===== src/rtl/idle_timeout_xor_frame_receiver_top_defines.svh =====
// assertion macros for the idle timeout frame receiver
`ifndef IDLE_TIMEOUT_XOR_FRAME_RECEIVER_TOP_DEFINES_SVH
`define IDLE_TIMEOUT_XOR_FRAME_RECEIVER_TOP_DEFINES_SVH

// same-cycle implication, checked outside reset
`define ITXFR_ASSERT_NOW(lbl, ante, cons) \
  lbl: assert property (@(posedge clk) disable iff (rst) (ante) |-> (cons)) \
    else $error("itxfr check failed");

// next-cycle implication, checked outside reset
`define ITXFR_ASSERT_NEXT(lbl, ante, cons) \
  lbl: assert property (@(posedge clk) disable iff (rst) (ante) |=> (cons)) \
    else $error("itxfr check failed");

`endif


===== src/rtl/itxfr_pkg.sv =====
// shared types and constants for the idle timeout frame receiver
package itxfr_pkg;

  localparam int BUFFER_BYTES_DEF = 257;
  localparam int TIMEOUT_W        = 16;
  localparam logic [TIMEOUT_W-1:0] TIMEOUT_RESET = 16'd1;
  localparam logic [TIMEOUT_W-1:0] IDLE_MAX      = 16'hFFFF;
  localparam int IDX_W            = 9;
  localparam int BYTE_W           = 8;

  typedef enum logic [1:0] {
    REQ_BYTE  = 2'd0,
    REQ_TICK  = 2'd1,
    REQ_READ  = 2'd2,
    REQ_CLAIM = 2'd3
  } req_t;

  // result of one item, minus the byte that comes back from the store
  typedef struct packed {
    logic             accepted;
    logic             rejected;
    logic             overflow;
    logic             ready;
    logic [IDX_W-1:0] length;
    logic             rd_ok;
    logic             busy;
  } itxfr_res_t;

endpackage


===== src/rtl/itxfr_ram.sv =====
// generic single-port ram with registered read
module itxfr_ram #(
  parameter int WIDTH = 8,
  parameter int DEPTH = 257
) (
  input  logic                     clk,
  input  logic                     we,
  input  logic                     re,
  input  logic [$clog2(DEPTH)-1:0] addr,
  input  logic [WIDTH-1:0]         wdata,
  output logic [WIDTH-1:0]         rdata
);

  logic [WIDTH-1:0] mem [DEPTH];

  always_ff @(posedge clk) begin
    if (we) begin
      mem[addr] <= wdata;
    end
    if (re) begin
      rdata <= mem[addr];
    end
  end

endmodule


===== src/rtl/itxfr_ctrl.sv =====
// frame state, idle counter, running xor and store access per item
module itxfr_ctrl import itxfr_pkg::*; #(
  parameter int BUFFER_BYTES = BUFFER_BYTES_DEF,
  localparam int AW = $clog2(BUFFER_BYTES),
  localparam int CW = $clog2(BUFFER_BYTES + 1)
) (
  input  logic                 clk,
  input  logic                 rst,
  input  logic                 cfg_wr_en,
  input  logic [TIMEOUT_W-1:0] cfg_wr_data,
  input  logic                 accept,
  input  logic [1:0]           req_type,
  input  logic [BYTE_W-1:0]    rx_byte,
  input  logic [IDX_W-1:0]     read_index,
  output logic                 mem_we,
  output logic                 mem_re,
  output logic [AW-1:0]        mem_addr,
  output logic [BYTE_W-1:0]    mem_wdata,
  output itxfr_res_t           res
);

  logic [TIMEOUT_W-1:0] timeout;
  logic                 in_frame, in_frame_next;
  logic                 pending, pending_next;
  logic [CW-1:0]        count, count_next;
  logic [BYTE_W-1:0]    run_xor, run_xor_next;
  logic [TIMEOUT_W-1:0] idle, idle_next;

  logic [TIMEOUT_W-1:0] idle_inc;
  logic [AW+IDX_W-1:0]  idx_ext;
  logic [CW-1:0]        count_m1;
  logic [CW+IDX_W-1:0]  len_ext;

  assign idle_inc = (idle != IDLE_MAX) ? idle + 1'b1 : idle;
  assign idx_ext  = {{AW{1'b0}}, read_index};
  assign count_m1 = (count != '0) ? count - 1'b1 : '0;
  assign len_ext  = {{IDX_W{1'b0}}, count_m1};

  always_comb begin
    in_frame_next = in_frame;
    pending_next  = pending;
    count_next    = count;
    run_xor_next  = run_xor;
    idle_next     = idle;
    mem_we        = 1'b0;
    mem_re        = 1'b0;
    mem_addr      = '0;
    mem_wdata     = rx_byte;
    res           = '0;
    if (accept) begin
      unique case (req_t'(req_type))
        REQ_BYTE: begin
          if (!in_frame) begin
            in_frame_next = 1'b1;
            mem_we        = 1'b1;
            count_next    = CW'(1);
            run_xor_next  = rx_byte;
            idle_next     = '0;
          end else if (count != '0 && count < CW'(BUFFER_BYTES)) begin
            mem_we       = 1'b1;
            mem_addr     = count[AW-1:0];
            count_next   = count + 1'b1;
            run_xor_next = run_xor ^ rx_byte;
            idle_next    = '0;
          end else begin
            // store full, drop the frame
            in_frame_next = 1'b0;
            count_next    = '0;
            res.overflow  = 1'b1;
          end
        end
        REQ_TICK: begin
          if (in_frame) begin
            idle_next = idle_inc;
            if (idle_inc >= timeout) begin
              in_frame_next = 1'b0;
              if (run_xor == '0) begin
                pending_next = 1'b1;
                res.accepted = 1'b1;
              end else begin
                res.rejected = 1'b1;
              end
            end
          end
        end
        REQ_READ: begin
          mem_re    = 1'b1;
          mem_addr  = idx_ext[AW-1:0];
          res.rd_ok = idx_ext < (AW+IDX_W)'(BUFFER_BYTES);
        end
        REQ_CLAIM: begin
          if (pending) begin
            res.length   = len_ext[IDX_W-1:0];
            pending_next = 1'b0;
          end
        end
        default: ;
      endcase
    end
    // a claim reports the flag as it was before clearing
    res.ready = (accept && req_t'(req_type) == REQ_CLAIM) ? pending : pending_next;
    res.busy  = in_frame_next;
  end

  always_ff @(posedge clk) begin
    if (rst) begin
      timeout  <= TIMEOUT_RESET;
      in_frame <= 1'b0;
      pending  <= 1'b0;
      count    <= '0;
      run_xor  <= '0;
      idle     <= '0;
    end else begin
      if (cfg_wr_en) begin
        timeout <= cfg_wr_data;
      end
      in_frame <= in_frame_next;
      pending  <= pending_next;
      count    <= count_next;
      run_xor  <= run_xor_next;
      idle     <= idle_next;
    end
  end

endmodule


===== src/rtl/idle_timeout_xor_frame_receiver_top.sv =====
// two register stages, the read stage and the output register; out_valid rises once an accepted item has passed both
// throughput: one item per cycle while out_stall is low; the single store port serves at most one byte write
// or one byte read per item, and the output register plus a read stage keep flowing
// stall on the output backs up into in_stall after the read stage fills
// reset clears frame state, counters, flags and timeout (to 1); store is not cleared
`include "idle_timeout_xor_frame_receiver_top_defines.svh"

module idle_timeout_xor_frame_receiver_top import itxfr_pkg::*; #(
  parameter int BUFFER_BYTES = BUFFER_BYTES_DEF
) (
  input  logic                 clk,
  input  logic                 rst,
  input  logic                 cfg_wr_en,
  input  logic [TIMEOUT_W-1:0] cfg_wr_data,
  input  logic                 in_valid,
  output logic                 in_stall,
  input  logic [1:0]           req_type,
  input  logic [BYTE_W-1:0]    rx_byte,
  input  logic [IDX_W-1:0]     read_index,
  output logic                 out_valid,
  input  logic                 out_stall,
  output logic                 frame_accepted,
  output logic                 frame_rejected,
  output logic                 overflow_abort,
  output logic                 frame_ready,
  output logic [IDX_W-1:0]     frame_length,
  output logic [BYTE_W-1:0]    read_byte,
  output logic                 busy_receiving
);

  localparam int AW = $clog2(BUFFER_BYTES);

  logic              accept;
  logic              mem_we, mem_re;
  logic [AW-1:0]     mem_addr;
  logic [BYTE_W-1:0] mem_wdata, mem_rdata;
  itxfr_res_t        res, s1_res;
  logic              s1_valid, s1_move;

  assign s1_move  = s1_valid && (!out_valid || !out_stall);
  assign in_stall = s1_valid && !s1_move;
  assign accept   = in_valid && !in_stall;

  itxfr_ctrl #(.BUFFER_BYTES(BUFFER_BYTES)) u_ctrl (
    .clk         (clk),
    .rst         (rst),
    .cfg_wr_en   (cfg_wr_en),
    .cfg_wr_data (cfg_wr_data),
    .accept      (accept),
    .req_type    (req_type),
    .rx_byte     (rx_byte),
    .read_index  (read_index),
    .mem_we      (mem_we),
    .mem_re      (mem_re),
    .mem_addr    (mem_addr),
    .mem_wdata   (mem_wdata),
    .res         (res)
  );

  itxfr_ram #(.WIDTH(BYTE_W), .DEPTH(BUFFER_BYTES)) u_store (
    .clk   (clk),
    .we    (mem_we),
    .re    (mem_re),
    .addr  (mem_addr),
    .wdata (mem_wdata),
    .rdata (mem_rdata)
  );

  // read stage: ram data lands here, held while stalled since no new read issues
  always_ff @(posedge clk) begin
    if (rst) begin
      s1_valid <= 1'b0;
    end else if (accept) begin
      s1_valid <= 1'b1;
    end else if (s1_move) begin
      s1_valid <= 1'b0;
    end
  end

  always_ff @(posedge clk) begin
    if (accept) begin
      s1_res <= res;
    end
  end

  always_ff @(posedge clk) begin
    if (rst) begin
      out_valid <= 1'b0;
    end else if (s1_move) begin
      out_valid <= 1'b1;
    end else if (out_valid && !out_stall) begin
      out_valid <= 1'b0;
    end
  end

  always_ff @(posedge clk) begin
    if (s1_move) begin
      frame_accepted <= s1_res.accepted;
      frame_rejected <= s1_res.rejected;
      overflow_abort <= s1_res.overflow;
      frame_ready    <= s1_res.ready;
      frame_length   <= s1_res.length;
      read_byte      <= s1_res.rd_ok ? mem_rdata : '0;
      busy_receiving <= s1_res.busy;
    end
  end

  `ITXFR_ASSERT_NOW(a_store_one_access, mem_we || mem_re, !(mem_we && mem_re))
  `ITXFR_ASSERT_NOW(a_good_end, out_valid && frame_accepted, frame_ready && !busy_receiving)
  `ITXFR_ASSERT_NOW(a_abort_idle, out_valid && overflow_abort, !busy_receiving && !frame_accepted && !frame_rejected)
  `ITXFR_ASSERT_NEXT(a_read_stage_holds, s1_valid && !s1_move, s1_valid && $stable(s1_res))

endmodule

===== config.mk =====
export PLATFORM = sky130hd
export DESIGN_NAME = idle_timeout_xor_frame_receiver_top
export DESIGN_NICKNAME = d
export VERILOG_FILES = /design/src/rtl/itxfr_pkg.sv /design/src/rtl/itxfr_ram.sv /design/src/rtl/itxfr_ctrl.sv /design/src/rtl/idle_timeout_xor_frame_receiver_top.sv
export VERILOG_INCLUDE_DIRS = /design/src /design/src/rtl
export SDC_FILE = /design/constraint.sdc
export NUM_CORES = 2
export LEC_CHECK = 0
export BUFFER_PORTS_ARGS = -buffer_cell sky130_fd_sc_hd__buf_2
export CAP_MARGIN = 40
export CORE_UTILIZATION = 40
export DETAILED_ROUTE_END_ITERATION = 10
export SLEW_MARGIN = 0
export SYNTH_ARGS = -nofsm -noshare
export SYNTH_HDL_FRONTEND = slang
export SYNTH_SLANG_ARGS = --single-unit

===== constraint.sdc =====
create_clock -name clk -period 12.2 [get_ports clk]
set_input_delay 0 -clock clk [delete_from_list [all_inputs] [get_ports clk]]
set_output_delay 0 -clock clk [all_outputs]
set_load 0.1 [all_outputs]

### Yosys cells after proc, flatten, opt, wreduce, memory -nomap -nowiden

Memories as Yosys holds them, arrays and structs flattened. A register that Yosys moved wholly into a read port is not among the register bits.
Index checks and enable logic that the tools add are counted.

| cells by class | value |
|---|---|
| $add $sub $neg | 3 |
| order comparisons | 3 |
| eq/ne operators | 7 |
| muxes and demuxes | 38 |
| bitwise gates (word level) | 1 |
| reduce and logical (&&, ||, !) cells | 23 |

Operator list:

| cell | count |
|---|---|
| 16-bit 2-to-1 mux | 4 |
| 9-bit 2-to-1 mux | 5 |
| 16-bit one-hot mux with 2 select lines | 1 |
| 1-bit 2-to-1 mux | 23 |
| 9-bit less-than comparator (second input constant) | 2 |
| 9-bit one-hot mux with 2 select lines | 1 |
| 16-bit by 1-bit adder with 16-bit output (second input constant) | 1 |
| 16-bit >= comparator | 1 |
| 8-bit 2-to-1 mux | 2 |
| 16-bit inequality test (second input constant) | 1 |
| 9-bit by 1-bit adder with 9-bit output (second input constant) | 1 |
| 3-bit AND reduction | 3 |
| 9-bit nonzero test | 1 |
| 9-bit by 1-bit subtractor with 9-bit output (second input constant) | 1 |
| 8-bit logical NOT | 1 |
| 8-bit XOR | 1 |
| 1-bit logical AND | 6 |
| 2-bit nonzero test | 3 |
| 2-bit equality test (second input constant) | 2 |
| 1-bit logical NOT | 4 |
| 1-bit one-hot mux with 2 select lines | 2 |
| 2-bit AND reduction | 2 |
| 4-bit AND reduction | 1 |
| 3-bit inequality test (second input constant) | 1 |
| other kinds (5) | 5 |

| storage, ports and cells | value |
|---|---|
| register bits after elaboration | 90 |
| memory bits (writable) | 2,056 |
| input port bits | 40 |
| memories | 1 |

Memory list:

| memory | depth | width | read ports | clocked after Yosys merged registers in | write ports | RTL line | source |
|---|---|---|---|---|---|---|---|
| u_store.mem | 257 | 8 | 1 | 1 | 1 | itxfr_ram.sv:14 | `logic [WIDTH-1:0] mem [DEPTH];` |

### Longest topological paths before layout

| logic depth | value |
|---|---|
| word-level depth | 10 |
| gate-level depth with buffers | 18 |

### Hierarchy

Synthesis repeated with hierarchy kept, for this count alone.

| second synthesis, totals | value |
|---|---|
| cells, all modules | 4,216 |
| area total of the unflattened synthesis | 84,681.2 µm² |

Modules (own cells, without submodules):

| module | times used | cells an instance | area an instance (µm²) | seq. area each (µm²) |
|---|---|---|---|---|
| itxfr_ram | 1 | 3,744 | 80,049.3 | 61,979.4 |
| itxfr_ctrl | 1 | 417 | 3,384.5 | 1,021.0 |
| idle_timeout_xor_frame_receiver_top | 1 | 55 | 1,247.4 | 1,151.1 |

### Least setup slack after synthesis

Ideal clock, no wire load.

| timing | value |
|---|---|
| kind | register to register |
| start point | reg out_valid |
| end point | reg u_store.rdata[0] (read register of u_store.mem) (data pin) |
| library setup time | 0.259 ns |
| data arrival time | 4.202 ns |
| data required time | 11.941 ns |
| path slack | 7.739 ns |
| stages on the path, launching flop included | 14 |
| buffers on the path | 5 |
| path through | dfxtp_1 > nand3_1 > inv_1 > nor3_1 > clkbuf_1 > nand3_1 > clkbuf_1 > clkbuf_1 > clkbuf_1 > buf_1 > o22ai_1 > o21ai_0 > nand3_1 > a211o_1 |

| on the way | value |
|---|---|
| longest elaborated chain between the ends | 8 |
| elaborated cells on any way between the ends | 9 |
| those cells by class | 2 x mux; 7 x reduce/logical |

RTL lines:

| what | RTL line | source |
|---|---|---|
| from (decl) | idle_timeout_xor_frame_receiver_top.sv:20 | `output logic out_valid,` |
| from (signal assigned) | idle_timeout_xor_frame_receiver_top.sv:88 | `out_valid <= 1'b0;` |
| from (signal assigned) | idle_timeout_xor_frame_receiver_top.sv:90 | `out_valid <= 1'b1;` |
| from (signal assigned) | idle_timeout_xor_frame_receiver_top.sv:92 | `out_valid <= 1'b0;` |
| 1-bit logical NOT (*) | idle_timeout_xor_frame_receiver_top.sv:40 | `assign s1_move = s1_valid && (!out_valid \|\| !out_stall);` |
| 1-bit logical OR (*) | idle_timeout_xor_frame_receiver_top.sv:40 |  |
| 1-bit logical AND (*) | idle_timeout_xor_frame_receiver_top.sv:40 |  |
| 1-bit logical NOT (*) | idle_timeout_xor_frame_receiver_top.sv:41 | `assign in_stall = s1_valid && !s1_move;` |
| 1-bit logical AND (*) | idle_timeout_xor_frame_receiver_top.sv:41 |  |
| named net in_stall | idle_timeout_xor_frame_receiver_top.sv:16 | `output logic in_stall,` |
| 1-bit logical NOT (*) | idle_timeout_xor_frame_receiver_top.sv:42 | `assign accept = in_valid && !in_stall;` |
| 1-bit logical AND (*) | idle_timeout_xor_frame_receiver_top.sv:42 |  |
| 9-bit 2-to-1 mux or 1-bit 2-to-1 mux (tied branches) | itxfr_ctrl.sv:50 | `if (accept) begin` |
| to (decl) | itxfr_ram.sv:11 | `output logic [WIDTH-1:0] rdata` |

The timed path passes the listed nets; every way through them passes the cells marked *.
A chain may end at the register's enable or synchronous reset.

### Worst setup path in the final report

| timing | value |
|---|---|
| start point | reg u_ctrl.count[0] |
| end point | reg u_store.rdata[4] (read register of u_store.mem) (data pin) |

| on the way | value |
|---|---|
| longest elaborated chain between the ends | 6 |
| elaborated cells on any way between the ends | 7 |
| those cells by class | 1 x order compare; 4 x mux; 2 x reduce/logical |

RTL lines:

| what | RTL line | source |
|---|---|---|
| from (decl) | itxfr_ctrl.sv:25 | `logic [CW-1:0] count, count_next;` |
| from (signal assigned) | itxfr_ctrl.sv:119 | `count <= count_next;` |
| 9-bit less-than comparator or 9-bit nonzero test (tied branches) | itxfr_ctrl.sv:59 | `end else if (count != '0 && count < CW'(BUFFER_BYTES)) begin` |
| 1-bit logical AND | itxfr_ctrl.sv:59 |  |
| 9-bit 2-to-1 mux (*) | itxfr_ctrl.sv:59 |  |
| 9-bit 2-to-1 mux (*) | itxfr_ctrl.sv:53 | `if (!in_frame) begin` |
| 9-bit one-hot mux with 2 select lines (*) | itxfr_ctrl.sv:51 | `unique case (req_t'(req_type))` |
| 9-bit 2-to-1 mux (*) | itxfr_ctrl.sv:50 |  |

Every way passes the cells marked *; elsewhere a longest branch is shown, timed or not.

==> results_dict.tcl <==
set metrics [dict create \
    area_growth_pct 13.9 \
    htreeDepth 4 \
    place_area_sq_um 87200 \
    holdBufCountCts 83 \
    cts_root_buf "clkbuf_16" \
    cts_resized 0 \
    core_sq_um 207000 \
    max_freq_mhz 164 \
    ys_seq_area_share_pct 77.1 \
    ys_seq_elements 2154 \
    worstPathCellList "inv_1 -> ha_1 -> or3b_1 -> o211a_4 -> nor2_4 -> buf_12 -> buf_12 -> mux2_2 -> a222oi_1 -> o22ai_1 -> o21ai_0 -> nand3_1 -> o31ai_1 -> o211ai_1" \
    syn_avg_cell_area_sq_um 16.0 \
    peakVddDrop_v 0.000177 \
    grt_max_degree 162 \
    r2r_slack_ps 6090 \
    switchingPower_uw 3190 \
    chipWidth_um 458 \
    yosysUniqueCellTypes 77 \
    async_reset_ff_share_pct 0 \
    crit_buf_inv 3 \
    hold_class "in2reg" \
    synth_ff_type "edfxtp_1" \
    cp-start-kind "flip-flop" \
    clkTransAtPathRegs_ps 70 \
    antenna_found_initial 9 \
    power_switching_share_pct 21.2 \
    clk_latency_ps 880 \
    hpwl_mm 142 \
    first_pass_iters 10 \
    rsz0062_at_grt "no" \
    tightest_slew_ps 1160 \
    fin_crit_sh_pct 50.1 \
    first_iter_violations 8250 \
    final.setup.tns_ps 0 \
    cts_setup_buffers 0 \
    post-synth-top-area-cell "edfxtp_1" \
    num_vias 50700 \
    cts_tree "built" \
    drv_cap 0 \
    std_cell_rows 167 \
    layout_common_cells "2101 x edfxtp_1, 518 x nand2_1, 352 x nor2_1, 268 x a222oi_1, 260 x a21oi_1" \
    drc 0 \
    ios 64 \
    worstSetupPathType "reg2reg" \
    cp_max_fo 101 \
    netlist_instances 5194 \
    worstPathRequired_ps 12800 \
    power_frac_comb_pct 3.4 \
    track_usage_pct 23.0 \
    cp.arrival_ps 6710 \
    hold_viol 0 \
    start_util_pct 40.2 \
    clockBufferDepth 3 \
    drive_gt1_share_pct 15.1 \
    ant_nets 0 \
    final_area_sq_um 94800 \
    leakagePower_uw 0.0298 \
    dieHeight_um 458 \
    routed_wl_mm 247 \
    ys_top_cells_by_area "edfxtp_1 76%, mux2_2 3.5%, a222oi_1 3.2%" \
    seq_power_share_pct 54.1 \
    finalPower_uw 15000 \
    path_common_cell "buf_12" \
    path_delay_family "compound AO/OA/AOI/OAI gates" \
    post-route-min-period_ps 6110 \
    clock-sinks 2154 \
    synth_top_area_share_pct 75.8 \
    p_per_area_nw_per_um2 159 \
    nets 5410 \
    grt_pass1_wl_mm 354 \
    post-place-ws_ps 6140 \
    setup_violations 0 \
    grt_overflow 0 \
    clock_skew_ps 46.8 \
    fill_cells 17600 \
    synth_edf_count 2101 \
    final_common_cell "edfxtp_1" \
    wl_per_cell_um 30.0 \
    port_buffers 63 \
    intPower_uw 11900 \
    globalplace.congestion 0.895 \
    clkPwrFrac_pct 42.5 \
    drv_slew 0 \
    yosys_warnings 0 \
    numCtsBuffers 210 \
    hold_ws_ps 150 \
    cp-end-kind "flip-flop" \
    cp_slowest_cell "o31ai_1" \
    slew_headroom_pct 22.7 \
    viasPerCell 6.16 \
    netlist_area_sq_um 83200 \
    grt_pass1_vias 49400 \
    fp.dieArea_sq_um 210000 \
    setup_ws_ps 6090 \
    max_stage_delay_ps 660 \
    syn_nets 5254 \
    status "finished clean" \
]
-- registers in the layout, indices dropped and copies added (netlist names), 8 cells and up --
| name | count |
|---|---|
| u_ctrl.timeout | 16 |
| u_ctrl.idle | 16 |
| u_ctrl.count | 9 |
| s1_res | 15 |
| read_byte | 8 |
| u_store.rdata | 8 |
| u_ctrl.run_xor | 8 |
| u_store.mem | 2056 |
| frame_length | 9 |
-- metal layers --
metal  share of wire, %  GRT usage (%)  vias up
met5              0.019              0        -
met2                 46           36.2     2916
met3                 10           5.47      512
li1                   -              -    21300
met1                 40           31.1    25900
met4                3.7           8.43        8
-- path summary, 6_finish.rpt --
path / startpoint / end / cells past startpoint
max reg2reg: u_ctrl.count[0] / u_store.rdata[4] / 14
min: out_stall / frame_ready / 3
min reg2reg: s1_res[14] / frame_accepted / 0
max: u_ctrl.count[0] / u_store.rdata[4] / 14
-- cells by family (layout without fill, tap and decap cells) --
group / Yosys count / after routing / synth area share (%)
flops: 2154 / 2154 / 77.1
compound gates: 1271 / 1271 / 11.3
simple gates: 1029 / 1029 / 5.10
buf+inv: 403 / 733 / 2.04
mux: 287 / 287 / 3.84
xor+xnor: 30 / 30 / 0.316
fa+ha+maj: 20 / 20 / 0.301
other cells: 0 / 4 / 0
-- power by group through the flow --
stage | sequential, uW | clock [uW] | combinational, uW
final | 8140 | 6390 | 511
after global placement | 8290 | 0 | 466
after global routing | 8130 | 6710 | 536
after detailed placement | 8290 | 0 | 481
after floorplan | 8310 | 0 | 194
after CTS | 8130 | 6440 | 505
-- final cells by class --
type | count | area, sq um | share of cell area (%)
diodes | 4 | 10.0 | 0.0106
clock buffers | 263 | 5510 | 5.81
clock inverters | 123 | 1210 | 1.28
inverters | 27 | 101 | 0.107
multi-input cells | 2637 | 17500 | 18.5
flip-flops and latches | 2154 | 64200 | 67.7
well taps | 2704 | 3380 | 3.57
repair buffers | 320 | 2910 | 3.07
-- cells in the mapped netlist (6+ instances only) --
cell type	instances
o21ai_0	127
a211o_1	9
a31oi_1	10
nor2b_1	6
nand2_1	522
mux2_2	259
a211oi_1	6
xor2_1	9
a32oi_1	16
a22oi_1	45
a22o_1	16
a221oi_1	203
nand3_1	26
nand4_1	18
buf_4	9
dfxtp_1	53
o22ai_1	192
and3_1	16
nor3_1	28
nor2_1	354
nor4_1	7
a21boi_0	7
edfxtp_1	2101
o31ai_1	8
and2_1	13
a222oi_1	268
a221o_1	8
ha_1	20
or3_1	7
inv_1	26
o32ai_1	9
o221ai_1	6
o211ai_1	12
mux2i_1	28
xnor2_1	21
buf_1	53
buf_2	99
a21oi_1	263
a21o_1	20
clkbuf_1	210
-- per-stage QoR --
step / utilization (%) / cells
finish: 45.8 / 8232
global route: 45.8 / 8228
CTS: 45.8 / 8227
detailed placement: 42.2 / 7758
global placement: 41.8 / 7693
floorplan: - / 5194
-- worst min-delay path: stages --
cell           delay (ps)
dlygate4sd3_1         540
buf_2                 150
a21boi_2              130
Note: power is estimated with default switching activity, not from simulation.
